File: src/design/lbcs_pkg.sv
package lbcs_pkg;

    // Width of the elapsed-time counter.
    localparam int TIME_BITS = 16;
    localparam int CFG_TIME_W = 16;
    localparam int CMP_W = (TIME_BITS > CFG_TIME_W) ? TIME_BITS : CFG_TIME_W;

    localparam int CFG_IDX_W  = 3;
    localparam int CFG_DATA_W = 16;
    localparam int EDGE_W     = 5;

    localparam logic [CFG_IDX_W-1:0] REG_ON_TIME    = 3'd0;
    localparam logic [CFG_IDX_W-1:0] REG_OFF_TIME   = 3'd1;
    localparam logic [CFG_IDX_W-1:0] REG_REPEAT_GAP = 3'd2;
    localparam logic [CFG_IDX_W-1:0] REG_LIT_LEVEL  = 3'd3;
    localparam logic [CFG_IDX_W-1:0] REG_BLINKS1    = 3'd4;
    localparam logic [CFG_IDX_W-1:0] REG_BLINKS2    = 3'd5;
    localparam logic [CFG_IDX_W-1:0] REG_BLINKS3    = 3'd6;
    localparam logic [CFG_IDX_W-1:0] REG_REPEAT_MSK = 3'd7;

    localparam logic ACT_TICK   = 1'b0;
    localparam logic ACT_SELECT = 1'b1;

    localparam logic [1:0] PAT_OFF = 2'd0;
    localparam logic [1:0] PAT_1   = 2'd1;
    localparam logic [1:0] PAT_2   = 2'd2;
    localparam logic [1:0] PAT_3   = 2'd3;

    localparam logic [CFG_TIME_W-1:0] RST_ON_TIME    = 16'd150;
    localparam logic [CFG_TIME_W-1:0] RST_OFF_TIME   = 16'd150;
    localparam logic [CFG_TIME_W-1:0] RST_REPEAT_GAP = 16'd3000;
    localparam logic                  RST_LIT_LEVEL  = 1'b1;
    localparam logic [3:0]            RST_BLINKS1    = 4'd3;
    localparam logic [3:0]            RST_BLINKS2    = 4'd2;
    localparam logic [3:0]            RST_BLINKS3    = 4'd5;
    localparam logic [2:0]            RST_REPEAT_MSK = 3'd3;

    typedef struct packed {
        logic [CFG_TIME_W-1:0] on_time_ms;
        logic [CFG_TIME_W-1:0] off_time_ms;
        logic [CFG_TIME_W-1:0] repeat_gap_ms;
        logic                  lit_pin_level;
        logic [3:0]            blinks_code1;
        logic [3:0]            blinks_code2;
        logic [3:0]            blinks_code3;
        logic [2:0]            repeat_mask;
    } t_cfg;

endpackage

File: src/design/lbcs_in_if.sv
interface lbcs_in_if;
    import lbcs_pkg::*;

    logic       valid;
    logic       ready;
    logic       action;
    logic [1:0] pattern_select;

    modport source (output valid, output action, output pattern_select, input ready);
    modport sink (input valid, input action, input pattern_select, output ready);
endinterface

File: src/design/lbcs_out_if.sv
interface lbcs_out_if;
    import lbcs_pkg::*;

    logic       valid;
    logic       ready;
    logic       led_level;
    logic [1:0] active_pattern;

    modport source (output valid, output led_level, output active_pattern, input ready);
    modport sink (input valid, input led_level, input active_pattern, output ready);
endinterface

File: src/design/lbcs_cfg.sv
module lbcs_cfg
    import lbcs_pkg::*;
(
    input  logic                  i_clk,
    input  logic                  i_rst_n,
    input  logic                  i_cfg_we,
    input  logic [CFG_IDX_W-1:0]  i_cfg_idx,
    input  logic [CFG_DATA_W-1:0] i_cfg_data,
    output t_cfg                  o_cfg
);

    t_cfg r_cfg;

    always_ff @(posedge i_clk) begin
        if (!i_rst_n) begin
            r_cfg.on_time_ms    <= RST_ON_TIME;
            r_cfg.off_time_ms   <= RST_OFF_TIME;
            r_cfg.repeat_gap_ms <= RST_REPEAT_GAP;
            r_cfg.lit_pin_level <= RST_LIT_LEVEL;
            r_cfg.blinks_code1  <= RST_BLINKS1;
            r_cfg.blinks_code2  <= RST_BLINKS2;
            r_cfg.blinks_code3  <= RST_BLINKS3;
            r_cfg.repeat_mask   <= RST_REPEAT_MSK;
        end else if (i_cfg_we) begin
            unique case (i_cfg_idx)
                REG_ON_TIME:    r_cfg.on_time_ms    <= i_cfg_data;
                REG_OFF_TIME:   r_cfg.off_time_ms   <= i_cfg_data;
                REG_REPEAT_GAP: r_cfg.repeat_gap_ms <= i_cfg_data;
                REG_LIT_LEVEL:  r_cfg.lit_pin_level <= i_cfg_data[0];
                REG_BLINKS1:    r_cfg.blinks_code1  <= i_cfg_data[3:0];
                REG_BLINKS2:    r_cfg.blinks_code2  <= i_cfg_data[3:0];
                REG_BLINKS3:    r_cfg.blinks_code3  <= i_cfg_data[3:0];
                REG_REPEAT_MSK: r_cfg.repeat_mask   <= i_cfg_data[2:0];
            endcase
        end
    end

    assign o_cfg = r_cfg;

endmodule

File: src/design/lbcs_engine.sv
module lbcs_engine
    import lbcs_pkg::*;
(
    input  logic       i_clk,
    input  logic       i_rst_n,
    input  t_cfg       i_cfg,
    input  logic       i_step,
    input  logic       i_action,
    input  logic [1:0] i_pattern_select,
    output logic       o_led_level,
    output logic [1:0] o_pattern
);

    logic [1:0]           r_pattern, n_pattern;
    logic [EDGE_W-1:0]    r_edges,   n_edges;
    logic [TIME_BITS-1:0] r_elapsed, n_elapsed;
    logic                 r_phase,   n_phase;
    logic                 r_lit,     n_lit;

    logic [TIME_BITS-1:0] elapsed_inc;
    logic [3:0]           blinks;
    logic                 repeats;
    logic [EDGE_W-1:0]    target;
    logic [CMP_W-1:0]     elapsed_cmp;
    logic [CMP_W-1:0]     thr_cmp;
    logic [CMP_W-1:0]     gap_cmp;

    always_comb begin
        unique case (r_pattern)
            PAT_1: begin
                blinks  = i_cfg.blinks_code1;
                repeats = i_cfg.repeat_mask[0];
            end
            PAT_2: begin
                blinks  = i_cfg.blinks_code2;
                repeats = i_cfg.repeat_mask[1];
            end
            PAT_3: begin
                blinks  = i_cfg.blinks_code3;
                repeats = i_cfg.repeat_mask[2];
            end
            default: begin
                blinks  = 4'd0;
                repeats = 1'b0;
            end
        endcase
    end

    // The time counter saturates rather than wrapping.
    assign elapsed_inc = (r_elapsed == {TIME_BITS{1'b1}}) ? r_elapsed
                                                            : TIME_BITS'(r_elapsed + 1'b1);
    assign target      = {blinks, 1'b0};
    assign elapsed_cmp = CMP_W'(elapsed_inc);
    assign thr_cmp     = CMP_W'(r_phase ? i_cfg.on_time_ms : i_cfg.off_time_ms);
    assign gap_cmp     = CMP_W'(i_cfg.repeat_gap_ms);

    always_comb begin
        n_pattern = r_pattern;
        n_edges   = r_edges;
        n_elapsed = r_elapsed;
        n_phase   = r_phase;
        n_lit     = r_lit;
        if (i_action == ACT_SELECT) begin
            // Phase and pin are kept; the pin only moves on the next tick.
            n_pattern = i_pattern_select;
            n_edges   = '0;
            n_elapsed = '0;
        end else begin
            n_elapsed = elapsed_inc;
            if (r_pattern == PAT_OFF) begin
                n_lit = 1'b0;
            end else begin
                if (r_edges == '0) begin
                    n_lit = 1'b0;
                end
                if (r_edges < target) begin
                    if (elapsed_cmp >= thr_cmp) begin
                        n_phase   = !r_phase;
                        n_lit     = !r_phase;
                        n_elapsed = '0;
                        n_edges   = EDGE_W'(r_edges + 1'b1);
                    end
                end else if (repeats) begin
                    if (elapsed_cmp >= gap_cmp) begin
                        n_edges = '0;
                        n_lit   = 1'b0;
                    end
                end else begin
                    n_lit     = 1'b0;
                    n_pattern = PAT_OFF;
                end
            end
        end
    end

    always_ff @(posedge i_clk) begin
        if (!i_rst_n) begin
            r_pattern <= PAT_OFF;
            r_edges   <= '0;
            r_elapsed <= '0;
            r_phase   <= 1'b0;
            r_lit     <= 1'b0;
        end else if (i_step) begin
            r_pattern <= n_pattern;
            r_edges   <= n_edges;
            r_elapsed <= n_elapsed;
            r_phase   <= n_phase;
            r_lit     <= n_lit;
        end
    end

    assign o_led_level = n_lit ? i_cfg.lit_pin_level : !i_cfg.lit_pin_level;
    assign o_pattern   = n_pattern;

endmodule

File: src/design/led_blink_code_sequencer_top.sv
// Status LED blink-code sequencer.
// Input channel i_item carries one beat per event: action 0 is a one-millisecond
// tick, action 1 selects pattern_select (0 off, 1 to 3 the numbered codes).
// Output channel o_result returns exactly one beat per input beat: the LED pin
// level after that event and the pattern now running.
// An accepted input beat is captured in an input register; when it steps, the
// sequencer state is updated and the result lands in the output register.
// Throughput is one beat per cycle unless the receiver stalls; the state
// update is a single pass of a counter step and a few compares, so
// back-to-back beats are taken.
// When the receiver stalls, the output register holds its beat, the input
// register fills, and i_item.ready drops only once both are occupied.
// Registers are written on the i_cfg_* port (index 0 on-time, 1 off-time,
// 2 repeat gap, 3 lit pin level, 4 to 6 blink counts, 7 repeat mask); the user
// must write them only while the block is idle, which the block does not enforce.
// Synchronous reset clears the valid bits of both pipeline registers, the
// sequencer (off, dark) and restores the register defaults.
module led_blink_code_sequencer_top
    import lbcs_pkg::*;
(
    input  logic                  i_clk,
    input  logic                  i_rst_n,
    lbcs_in_if.sink               i_item,
    lbcs_out_if.source            o_result,
    input  logic                  i_cfg_we,
    input  logic [CFG_IDX_W-1:0]  i_cfg_idx,
    input  logic [CFG_DATA_W-1:0] i_cfg_data
);

    t_cfg       cfg;
    logic       r_in_valid;
    logic       r_in_action;
    logic [1:0] r_in_pattern;
    logic       r_out_valid;
    logic       r_out_led;
    logic [1:0] r_out_pattern;
    logic       out_free;
    logic       step;
    logic       in_take;
    logic       step_led;
    logic [1:0] step_pattern;

    lbcs_cfg u_cfg (
        .i_clk      (i_clk),
        .i_rst_n    (i_rst_n),
        .i_cfg_we   (i_cfg_we),
        .i_cfg_idx  (i_cfg_idx),
        .i_cfg_data (i_cfg_data),
        .o_cfg      (cfg)
    );

    lbcs_engine u_engine (
        .i_clk            (i_clk),
        .i_rst_n          (i_rst_n),
        .i_cfg            (cfg),
        .i_step           (step),
        .i_action         (r_in_action),
        .i_pattern_select (r_in_pattern),
        .o_led_level      (step_led),
        .o_pattern        (step_pattern)
    );

    assign out_free       = !r_out_valid || o_result.ready;
    assign step           = r_in_valid && out_free;
    assign i_item.ready   = !r_in_valid || out_free;
    assign in_take        = i_item.valid && i_item.ready;

    always_ff @(posedge i_clk) begin
        if (!i_rst_n) begin
            r_in_valid  <= 1'b0;
            r_out_valid <= 1'b0;
        end else begin
            if (i_item.ready) begin
                r_in_valid <= i_item.valid;
            end
            if (out_free) begin
                r_out_valid <= r_in_valid;
            end
        end
    end

    always_ff @(posedge i_clk) begin
        if (in_take) begin
            r_in_action  <= i_item.action;
            r_in_pattern <= i_item.pattern_select;
        end
        if (step) begin
            r_out_led     <= step_led;
            r_out_pattern <= step_pattern;
        end
    end

    assign o_result.valid          = r_out_valid;
    assign o_result.led_level      = r_out_led;
    assign o_result.active_pattern = r_out_pattern;

endmodule
File: src/flat_wrapper.sv
// flat-port wrapper written by rule: the top's interface ports become plain ports
module led_blink_code_sequencer_top_flat import lbcs_pkg::*;
  (i_clk, i_rst_n, i_cfg_we, i_cfg_idx, i_cfg_data, i_item_valid, i_item_action, i_item_pattern_select, i_item_ready, o_result_valid, o_result_led_level, o_result_active_pattern, o_result_ready);
  lbcs_in_if i_item_i ();
  lbcs_out_if o_result_i ();
  input  logic i_clk;
  input  logic i_rst_n;
  input  logic i_cfg_we;
  input  logic [CFG_IDX_W-1:0] i_cfg_idx;
  input  logic [CFG_DATA_W-1:0] i_cfg_data;
  input wire logic [$bits(i_item_i.valid)-1:0] i_item_valid;
  input wire logic [$bits(i_item_i.action)-1:0] i_item_action;
  input wire logic [$bits(i_item_i.pattern_select)-1:0] i_item_pattern_select;
  output wire logic [$bits(i_item_i.ready)-1:0] i_item_ready;
  output wire logic [$bits(o_result_i.valid)-1:0] o_result_valid;
  output wire logic [$bits(o_result_i.led_level)-1:0] o_result_led_level;
  output wire logic [$bits(o_result_i.active_pattern)-1:0] o_result_active_pattern;
  input wire logic [$bits(o_result_i.ready)-1:0] o_result_ready;
  assign i_item_i.valid = i_item_valid;
  assign i_item_i.action = i_item_action;
  assign i_item_i.pattern_select = i_item_pattern_select;
  assign i_item_ready = i_item_i.ready;
  assign o_result_valid = o_result_i.valid;
  assign o_result_led_level = o_result_i.led_level;
  assign o_result_active_pattern = o_result_i.active_pattern;
  assign o_result_i.ready = o_result_ready;
  led_blink_code_sequencer_top u_core (.i_clk(i_clk), .i_rst_n(i_rst_n), .i_item(i_item_i), .o_result(o_result_i), .i_cfg_we(i_cfg_we), .i_cfg_idx(i_cfg_idx), .i_cfg_data(i_cfg_data));
endmodule
File: config.mk
export PLATFORM = sky130hd
export DESIGN_NAME = led_blink_code_sequencer_top_flat
export DESIGN_NICKNAME = d
export VERILOG_FILES = /design/src/design/lbcs_pkg.sv /design/src/design/lbcs_in_if.sv /design/src/design/lbcs_out_if.sv /design/src/design/lbcs_cfg.sv /design/src/design/lbcs_engine.sv /design/src/design/led_blink_code_sequencer_top.sv /design/src/flat_wrapper.sv
export SDC_FILE = /design/constraint.sdc
export NUM_CORES = 1
export LEC_CHECK = 0
export ABC_CLOCK_PERIOD_IN_PS = 9600
export BUFFER_PORTS_ARGS = -buffer_cell sky130_fd_sc_hd__buf_2
export CAP_MARGIN = 20
export CORE_UTILIZATION = 25
export CTS_BUF_LIST = sky130_fd_sc_hd__clkbuf_8
export DETAILED_ROUTE_END_ITERATION = 8
export SLEW_MARGIN = 20
export SYNTH_ARGS = -nofsm -noshare
export SYNTH_HDL_FRONTEND = slang
export SYNTH_HIERARCHICAL = 1
export SYNTH_SLANG_ARGS = --single-unit
File: constraint.sdc
create_clock -name i_clk -period 9.6 [get_ports i_clk]
set_input_delay 0.48 -clock i_clk [delete_from_list [all_inputs] [get_ports i_clk]]
set_output_delay 0.48 -clock i_clk [all_outputs]
set_load 0.005 [all_outputs]
==> summary.md, run 1 <==
| Metric | Value |
|---|---|
| Total chip power | 0.000747 W |
| Final Cell Area | 6090 um^2 |
| WP data arrival | 4.50 ns |
| Peak VDD IR | 0.0000577 V |
| Fin. max-slew vios | 0 |
| Largest net degree at the start of global routing | 61 |
| Dpl ws | 5.38 ns |
| Net Count, Synth | 669 |
| Placed Cells | 888 |
| Fmax | 0.236 GHz |
| Leak | 2.47 nW |
| Die height | 151 um |
| Final Hold Fails | 0 |
| Synthesis Warnings | 6 |
| Cell taking the most area after synthesis | dfxtp_1 |
| Final ANT Viol Nets | 0 |
| Area contributors post-synth | dfxtp_1 33%, mux2i_1 15%, ha_1 8.1%, nand2_1 6.0%, nor2b_1 5.0% |
| RD Place Congestion | 0.795 |
| Kind of critical path | reg2reg |
| Max FO, Critical Path | 8 |
| RSZ-0062 raised after global routing | false |
| Sequential share of the synthesized area | 36.1% |
| Pwr/cell area | 123 nW/um^2 |
| Cell Rows | 54 |
| Mapped cell area | 5550 um^2 |
| DIE AREA | 22800 um^2 |
| Setup Skew | 0.0132 ns |
| Final min period | 4.24 ns |
| Die width | 151 um |
| GR Util All Layers | 11.2% |
| GRT Residual Overflow | 0 |
| Final wirelength | 11.9 mm |
| Pre-Repair DR Iteration Count | 4 |
| Synthesis-to-finish area growth | 9.81% |
| Post-synth top area share | 32.8% |
| Cell with the most instances after synthesis | dfxtp_1 |
| Mean post-synth cell area | 9.16 um^2 |
| DRC | 0 |
| First-pass GRT wire length | 19.8 mm |
| Startpoint types | flip-flop |
| Top routing layer in use | met4 |
| Slew HR | 43.9% |
| Count of cell types in the netlist | 68 |
| Clk pin slew, worst setup/hold paths | 0.10 ns |
| Vias in the first global route | 3914 |
| Final #Nets | 682 |
| Core area | 21800 um^2 |
| Post-DR wirelength/cell | 13.2 um |
| Final worst path period share | 44.1% |
| Clk Latency, worst-skew pair | 0.38 ns |
| Post-CTS sizing | 0 |
| WL met1 | 6.22 mm |
| Max Cap Viol | 0 |
| Endpoints failing setup | 0 |
| # IOs | 32 |
| Drt first-iter violations | 199 |
| CTS max path bufs | 2 |
| EDFF count, synth | 6 |
| Setup WS post-layout | 5.36 ns |
| #FFs+latches synth | 97 |
| Initial Utilization | 25.4% |
| Total clock sinks | 97 |
| Initial antenna violation count | 0 |
| Top_reg_cell synth | dfxtp_1 |
| Final std cells w/o fill | 904 |
| Port bufs | 31 |
| DR vias/cell | 4.53 |
| Cts bufs inserted | 9 |
| Root Buffer | clkbuf_8 |
| WL met2 | 5.11 mm |
| Detail Placement HPWL | 8.69 mm |
| H-Tree Depth | 3 |
| Tightest Pin Transition | 0.837 ns |
| Hold Crit Class | in2reg |
| Layout cells sized above 1 | 12.7% |
| WL met3 | 415 um |
| Required time worst endpoint | 9.86 ns |
| Setup Fix Bufs, Post-CTS | 0 |
| R2R Setup Slk | 5.36 ns |
| Post-synth top cells | 91 x dfxtp_1, 88 x nand2_1, 84 x mux2i_1 |
| Vias | 4092 |
| Post-route setup TNS | 0 ns |
| CP Capture Type | flip-flop |
| Area post-placement | 5920 um^2 |
| Antenna Cells | 0 |
| Asr flop ratio synth | 0% |
| Hold_buf cts | 0 |
| Status | complete, no violations |
| Mapped Cells | 606 |
| CTS tree | yes |
-- path summary, 6_finish.rpt --
path,cells past startpoint,startpoint,to
worst max-delay path,17,u_core/u_engine/r_elapsed[0],u_core/u_engine/r_edges[2]
worst min-delay path,1,i_item_pattern_select[1],u_core/r_in_pattern[1]
worst max register to register,17,u_core/u_engine/r_elapsed[0],u_core/u_engine/r_edges[2]
worst min register to register,2,u_core/u_cfg/o_cfg[43],u_core/u_cfg/o_cfg[43]
-- stage by stage --
| stage | utilization (%) | hold slack (ns) |
|---|---|---|
| final | 27.9 | 0.280 |
| after global routing | 27.9 | 0.250 |
| after CTS | 27.9 | 0.252 |
| after detailed placement | 27.1 | 0.450 |
| after global placement | 27.1 | 0.444 |
| after floorplan | - | 0.434 |
-- power breakdown --
group	switching [W]	total, W	internal (W)	leakage (nW)
Sequential	0.00000940	0.000426	0.000417	0.795
Combinational	0.0000421	0.0000723	0.0000302	1.58
Clock	0.000153	0.000249	0.0000954	0.0983
-- per-layer routing --
layer  up-vias  GRT usage, %
li1       2134             -
met1      1894          15.5
met2        54          16.8
met3        10          3.01
met4         0          3.15
met5         -             0
-- cell families (layout without fill, tap and decap cells) --
group / after synthesis / after routing / synth area share, %
and+or+nand+nor: 231 / 231 / 21.7
muxes: 86 / 86 / 15.6
AOI/OAI and AO/OA: 81 / 81 / 10.8
buffers and inverters: 60 / 78 / 5.34
xor gates and xnor gates: 15 / 15 / 2.37
adders and majority gates: 36 / 36 / 8.12
DFF: 97 / 97 / 36.1
-- registers in the layout, summed over array words and instances, names as in the netlist --
signal and flops:
u_core/u_cfg/o_cfg 64, u_core/u_engine/r_elapsed 16, u_core/u_engine/r_edges 5, u_core/o_result.active_pattern 2, u_core/r_in_pattern 2, u_core/u_engine/r_pattern 2
u_core/o_result.led_level 1, u_core/o_result.valid 1, u_core/r_in_action 1, u_core/r_in_valid 1, u_core/u_engine/r_lit 1, u_core/u_engine/r_phase 1
-- critical path: stages, from the launching register on --
cell and delay [ns]:
dfxtp_1 0.39, ha_1 0.28, nand3_1 0.16, nor2_4 0.06, a211oi_2 0.40, nand2_1 0.16, nor2_1 0.11, nor2_1 0.05
or2_2 0.31, ha_1 0.30, nand4_1 0.11, nor4_1 0.46, nand4_1 0.22, a211oi_1 0.34, o21bai_1 0.12, a31oi_2 0.31
a21boi_1 0.23, o32ai_2 0.10
-- area by class of cell --
type / instances / area (um^2)
Inverter: 26 / 97.6
Clock buffer: 9 / 124
Clock inverter: 7 / 46.3
Fill cell: 2323 / 15700
Timing Repair Buffer: 36 / 195
Tap cell: 280 / 350
Sequential cell: 97 / 2000
Multi-Input combinational cell: 449 / 3280
-- layout by cell type (no fill, tap or decap), drive strengths merged, types with 4 or more instances in the layout --
cell    Yosys  layout
a21oi      26      26
a31oi      12      12
and3        4       4
buf        18      36
clkbuf     16       9
dfxtp      91      91
edfxtp      6       6
ha         36      36
inv        25      30
mux2i      84      84
nand2      89      89
nand2b      5       5
nand3      15      15
nand4      10      10
nand4b      4       4
nor2       35      35
nor2b      45      45
nor3        8       8
o21a        4       4
o21ai      10      10
xnor2       9       9
xor2        6       6
Power figures use the tool's default switching activity.
==> run 2, diff against run 1 <==
--- a/config.mk
+++ b/config.mk
@@ -5,7 +5,7 @@
 export SDC_FILE = /design/constraint.sdc
 export NUM_CORES = 1
 export LEC_CHECK = 0
-export ABC_CLOCK_PERIOD_IN_PS = 9600
+export ABC_CLOCK_PERIOD_IN_PS = 4000
 export BUFFER_PORTS_ARGS = -buffer_cell sky130_fd_sc_hd__buf_2
 export CAP_MARGIN = 20
 export CORE_UTILIZATION = 25
==> constraint.sdc (replaced) <==
create_clock -name i_clk -period 4 [get_ports i_clk]
set_input_delay 0.2 -clock i_clk [delete_from_list [all_inputs] [get_ports i_clk]]
set_output_delay 0.2 -clock i_clk [all_outputs]
set_load 0.005 [all_outputs]
==> run 2 against run 1 <==
Worst setup slack got worse by 5.1 ns. Cell count rose by 1.5%. Routed wire length rose by 3.2%. Core utilization rose by 0.75 points. Critical path depth did not move. Global-route usage rose by 0.31 points. Sequential share of layout area fell by 0.86 points. Sequential power rose by 140%.
==> summary.md, run 2 (synthesis results as in run 1) <==
| Metric | Value |
|---|---|
| Post-route setup TNS | 0 ns |
| Vias in the first global route | 4026 |
| Leak | 2.56 nW |
| Antenna Cells | 0 |
| Final min period | 3.70 ns |
| Synthesis-to-finish area growth | 12.8% |
| Vias | 4180 |
| Layout cells sized above 1 | 14.6% |
| CTS max path bufs | 2 |
| Largest net degree at the start of global routing | 69 |
| RSZ-0062 raised after global routing | false |
| Cell Rows | 54 |
| Detail Placement HPWL | 8.88 mm |
| Endpoints failing setup | 0 |
| Met2 global-route usage | 18.0% |
| Final core utilization | 28.7% |
| Pwr/cell area | 304 nW/um^2 |
| Pre-Repair DR Iteration Count | 4 |
| CP Capture Type | flip-flop |
| Final worst path period share | 92.4% |
| Clk Latency, worst-skew pair | 0.40 ns |
| Grt met1 use | 15.4% |
| First-pass GRT wire length | 20.4 mm |
| Status | complete, no violations |
| Setup Skew | 0.0167 ns |
| Setup WS post-layout | 0.304 ns |
| Placed Cells | 897 |
| Drt first-iter violations | 199 |
| Core area | 21800 um^2 |
| H-Tree Depth | 3 |
| RD Place Congestion | 0.807 |
| Initial antenna violation count | 0 |
| Required time worst endpoint | 4.31 ns |
| Slew HR | 23.1% |
| # IOs | 32 |
| Filler instances | 2329 |
| WP data arrival | 4.01 ns |
| DIE AREA | 22800 um^2 |
| Most common cell after layout, fill and taps aside | dfxtp_1 |
| Slowest stage cell, crit path | a2111oi_0 |
| Largest stage delay on the critical path | 0.42 ns |
| Final std cells w/o fill | 918 |
| Dpl ws | 0.132 ns |
| Peak VDD IR | 0.000135 V |
| Port bufs | 31 |
| Max FO, Critical Path | 6 |
| Final wirelength | 12.3 mm |
| Clk pin slew, worst setup/hold paths | 0.09 ns |
| Post-DR wirelength/cell | 13.4 um |
| Met3 Track Usage GR | 2.98% |
| Tightest Pin Transition | 1.14 ns |
| Final Hold Fails | 0 |
| Max FFs per register | 64 |
| Commonest non-fill, non-tap cells in the layout | 91 x dfxtp_1, 88 x nand2_1, 84 x mux2i_1, 44 x nor2b_1, 36 x ha_1 |
| CTS tree | yes |
| Cts bufs inserted | 9 |
| GRT Residual Overflow | 0 |
| Final ANT Viol Nets | 0 |
| Total clock sinks | 97 |
| Startpoint types | flip-flop |
| Hold slack | 0.0654 ns |
| Hold Crit Class | in2reg |
| Die height | 151 um |
| Die width | 151 um |
| Final #Nets | 696 |
| Initial Utilization | 25.4% |
| DR vias/cell | 4.55 |
| Kind of critical path | reg2reg |
| GR Util All Layers | 11.5% |
| Critical Path, Cell by Cell | ha_1 -> nand3_1 -> nor2_4 -> nand2_1 -> nand2b_1 -> nor2_1 -> xor2_1 -> ha_1 -> a21oi_1 -> o21ai_0 -> a2111oi_0 -> a21oi_1 -> o21bai_1 -> a31oi_2 -> buf_4 -> a21o_1 -> o31ai_2 |
| Fmax | 0.271 GHz |
| Fin. max-slew vios | 0 |
| Top Usage Layer GRT | met2 |
| Max Cap Viol | 0 |
| Root Buffer | clkbuf_8 |
| DRC | 0 |
==> run 2: through the flow <==
stage / power [W] / instance area, um^2
after floorplan: 0.00117 / 5550
after global placement: 0.00123 / 5990
after detailed placement: 0.00123 / 5990
after CTS: 0.00193 / 6220
after global routing: 0.00200 / 6260
final: 0.00190 / 6260
==> run 2: what timing repair did <==
item	CTS	global route
gates resized for setup	0	3
endpoints found under the setup margin	0	7
hold endpoints to repair	3	0
buffers inserted	0	2
hold buffers	3	0
==> run 2: final cells by class <==
class	instances	area [um^2]	area share [%]
Sequential cell	97	2000	32.0
Inverter	26	97.6	1.56
Tap cell	280	350	5.60
Timing Repair Buffer	50	308	4.92
Multi-Input combinational cell	449	3290	52.6
Clock inverter	6	70.1	1.12
Clock buffer	10	138	2.20
==> run 2: metal layers <==
metal	share of wire [%]	wire, um	vias to the layer above
met5	0	0	-
met4	1.1	136	0
met3	3.3	411	10
met2	44	5380	45
met1	52	6390	1957
li1	-	-	2168
==> run 2: report_power, final <==
group | switching (W) | internal, W
combinational | 0.000112 | 0.0000812
sequential | 0.0000163 | 0.00100
clock | 0.000376 | 0.000314
total | 0.000505 | 0.00140
==> run 2: final timing paths <==
path                                startpoint  slack, ns                          to  cells past startpoint
setup / recovery  u_core/u_engine/r_elapsed[1]       0.30  u_core/u_engine/r_edges[3]                     17
hold / removal                    i_item_valid       0.07           u_core/r_in_valid                      3
setup reg to reg  u_core/u_engine/r_elapsed[1]       0.30  u_core/u_engine/r_edges[3]                     17
hold reg to reg         u_core/u_cfg/o_cfg[45]       0.46      u_core/u_cfg/o_cfg[45]                      2
==> run 2: critical path: cells and delay by family, from the launching register on <==
kind,cells,cell delay [ns]
flip-flops,1,0.38
buffers and inverters,1,0.16
AO/OA/AOI/OAI,8,1.49
XOR/XNOR,1,0.29
AND/OR/NAND/NOR,5,0.76
adder cells (fa/ha/maj),2,0.54
==> run 3, diff against run 2 <==
--- a/config.mk
+++ b/config.mk
@@ -11,6 +11,8 @@
 export CORE_UTILIZATION = 25
 export CTS_BUF_LIST = sky130_fd_sc_hd__clkbuf_8
 export DETAILED_ROUTE_END_ITERATION = 8
+export GPL_TIMING_DRIVEN = 0
+export HOLD_SLACK_MARGIN = 0.12
 export SLEW_MARGIN = 20
 export SYNTH_ARGS = -nofsm -noshare
 export SYNTH_HDL_FRONTEND = slang
==> run 3 against run 2 <==
Via count up 3.5%. Largest cell class unchanged. Largest power group unchanged. Die area unchanged. Worst setup slack worse by 0.17 ns. Sequential power hardly changed. Critical path type unchanged. Routed wire length up 7.0%. Worst hold slack better by 0.067 ns. Register-to-register slack lost 0.17 ns.
==> summary.md, run 3 (synthesis results as in run 1) <==
| Metric | Value |
|---|---|
| Initial Utilization | 25.4% |
| WL met3 | 389 um |
| Antenna Cells | 0 |
| Port bufs | 27 |
| CP dominant cell by count | buf_6 |
| Largest stage delay on the critical path | 0.36 ns |
| Initial antenna violation count | 0 |
| Cell Rows | 54 |
| Clk Latency, worst-skew pair | 0.39 ns |
| Final worst path period share | 96.6% |
| GR Util All Layers | 12.4% |
| Peak VDD IR | 0.000164 V |
| First-pass GRT wire length | 21.8 mm |
| Final Hold Fails | 0 |
| Leak | 2.65 nW |
| Kind of critical path | reg2reg |
| Critical Path, Cell by Cell | buf_6 -> and4_4 -> and3_4 -> buf_6 -> a211oi_4 -> buf_4 -> nand3_1 -> xnor2_1 -> ha_1 -> nand4_1 -> nor2_1 -> a221oi_1 -> o21ai_2 -> o21a_1 -> a211o_1 -> a22oi_2 -> xor2_1 |
| Final core utilization | 30.0% |
| Fin. max-slew vios | 0 |
| Final std cells w/o fill | 949 |
| RD Place Congestion | 0.786 |
| Pre-Repair DR Iteration Count | 5 |
| Vias in the first global route | 4185 |
| Root Buffer | clkbuf_8 |
| Required time worst endpoint | 4.22 ns |
| # IOs | 32 |
| CP Capture Type | flip-flop |
| CTS tree | yes |
| Dpl ws | -0.340 ns |
| WL met1 | 6.85 mm |
| CP top delay family | compound AO/OA/AOI/OAI gates |
| DRC | 0 |
| Cts bufs inserted | 9 |
| Max FFs per register | 64 |
| GRT Residual Overflow | 0 |
| CTS max path bufs | 2 |
| Filler instances | 2313 |
| Total clock sinks | 97 |
| Fmax | 0.259 GHz |
| Setup Skew | 0.0137 ns |
| Top routing layer in use | met4 |
| Max FO, Critical Path | 7 |
| Detail Placement HPWL | 10.0 mm |
| Die height | 151 um |
| Final wirelength | 13.2 mm |
| Slew HR | 44.8% |
| Startpoint types | flip-flop |
| Slowest stage cell, crit path | xnor2_1 |
| DIE AREA | 22800 um^2 |
| WP data arrival | 4.08 ns |
| Vias | 4327 |
| Post-DR wirelength/cell | 13.9 um |
| Endpoints failing setup | 0 |
| Hold Crit Class | in2reg |
| Post-route setup TNS | 0 ns |
| Most common cell after layout, fill and taps aside | dfxtp_1 |
| Total chip power | 0.00191 W |
| Final ANT Viol Nets | 0 |
| Pwr/cell area | 292 nW/um^2 |
| R2R Setup Slk | 0.14 ns |
| Max Cap Viol | 0 |
| Layout cells sized above 1 | 14.9% |
| Commonest non-fill, non-tap cells in the layout | 90 x dfxtp_1, 88 x nand2_1, 84 x mux2i_1, 44 x nor2b_1, 36 x ha_1 |
| Tightest Pin Transition | 0.828 ns |
| Final #Nets | 727 |
| WL met2 | 5.75 mm |
| Core area | 21800 um^2 |
| Clk pin slew, worst setup/hold paths | 0.10 ns |
| Critical path buffers and inverters | 3 |
| Die width | 151 um |
| H-Tree Depth | 3 |
| Largest net degree at the start of global routing | 19 |
| Final min period | 3.86 ns |
| Status | complete, no violations |
| DR vias/cell | 4.56 |
| Synthesis-to-finish area growth | 17.9% |
| Placed Cells | 913 |
| Setup WS post-layout | 0.137 ns |
| Drt first-iter violations | 250 |
run 3: worst min-delay path: stages:
cell and delay, ns:
buf_2 0.07, nand2_1 0.08, mux2i_1 0.12
run 3: worst paths after layout:
check | cells past startpoint | from | to
hold reg to reg | 2 | u_core/u_cfg/o_cfg[46] | u_core/u_cfg/o_cfg[46]
setup reg to reg | 17 | u_core/u_engine/r_elapsed[9] | u_core/o_result.led_level
setup / recovery | 17 | u_core/u_engine/r_elapsed[9] | u_core/o_result.led_level
hold / removal | 3 | i_cfg_data[13] | u_core/u_cfg/o_cfg[29]
run 3: report_power, final:
| group | internal (W) | switching, W |
|---|---|---|
| logic | 0.0000882 | 0.000115 |
| registers | 0.00100 | 0.0000217 |
| clock network | 0.000303 | 0.000386 |
| total | 0.00139 | 0.000522 |
run 3: repair_timing:
action | 4_1_cts | 5_1_grt
gates cloned | 0 | 0
buffers inserted | 1 | 2
endpoints found under the hold margin | 33 | 0
gates resized for setup | 6 | 13
endpoints found under the setup margin | 24 | 24
pin swaps | 1 | 6
hold buffers | 17 | 0
run 3: area by class of cell:
type,count,area (um^2),area share (%)
plain buffers,34,199,3.04
clock buffers,9,124,1.89
clock inverters,7,88.8,1.36
inverters,26,97.6,1.49
multi-input cells,449,3360,51.3
flip-flops and latches,97,2000,30.6
well taps,280,350,5.35
repair buffers,47,328,5.01
run 3: per-layer routing:
| metal | vias up | GRT usage (%) |
|---|---|---|
| met2 | 60 | 19.6 |
| met4 | 0 | 3.60 |
| met1 | 2016 | 17.0 |
| met3 | 10 | 2.35 |
| li1 | 2241 | - |
| met5 | - | 0 |
run 3: per-stage QoR:
step / hold slack, ns / area, um^2
after floorplan: 0.299 / 5550
after global placement: 0.383 / 6040
after detailed placement: 0.379 / 6040
after CTS: 0.122 / 6460
after global routing: 0.124 / 6550
final: 0.132 / 6550
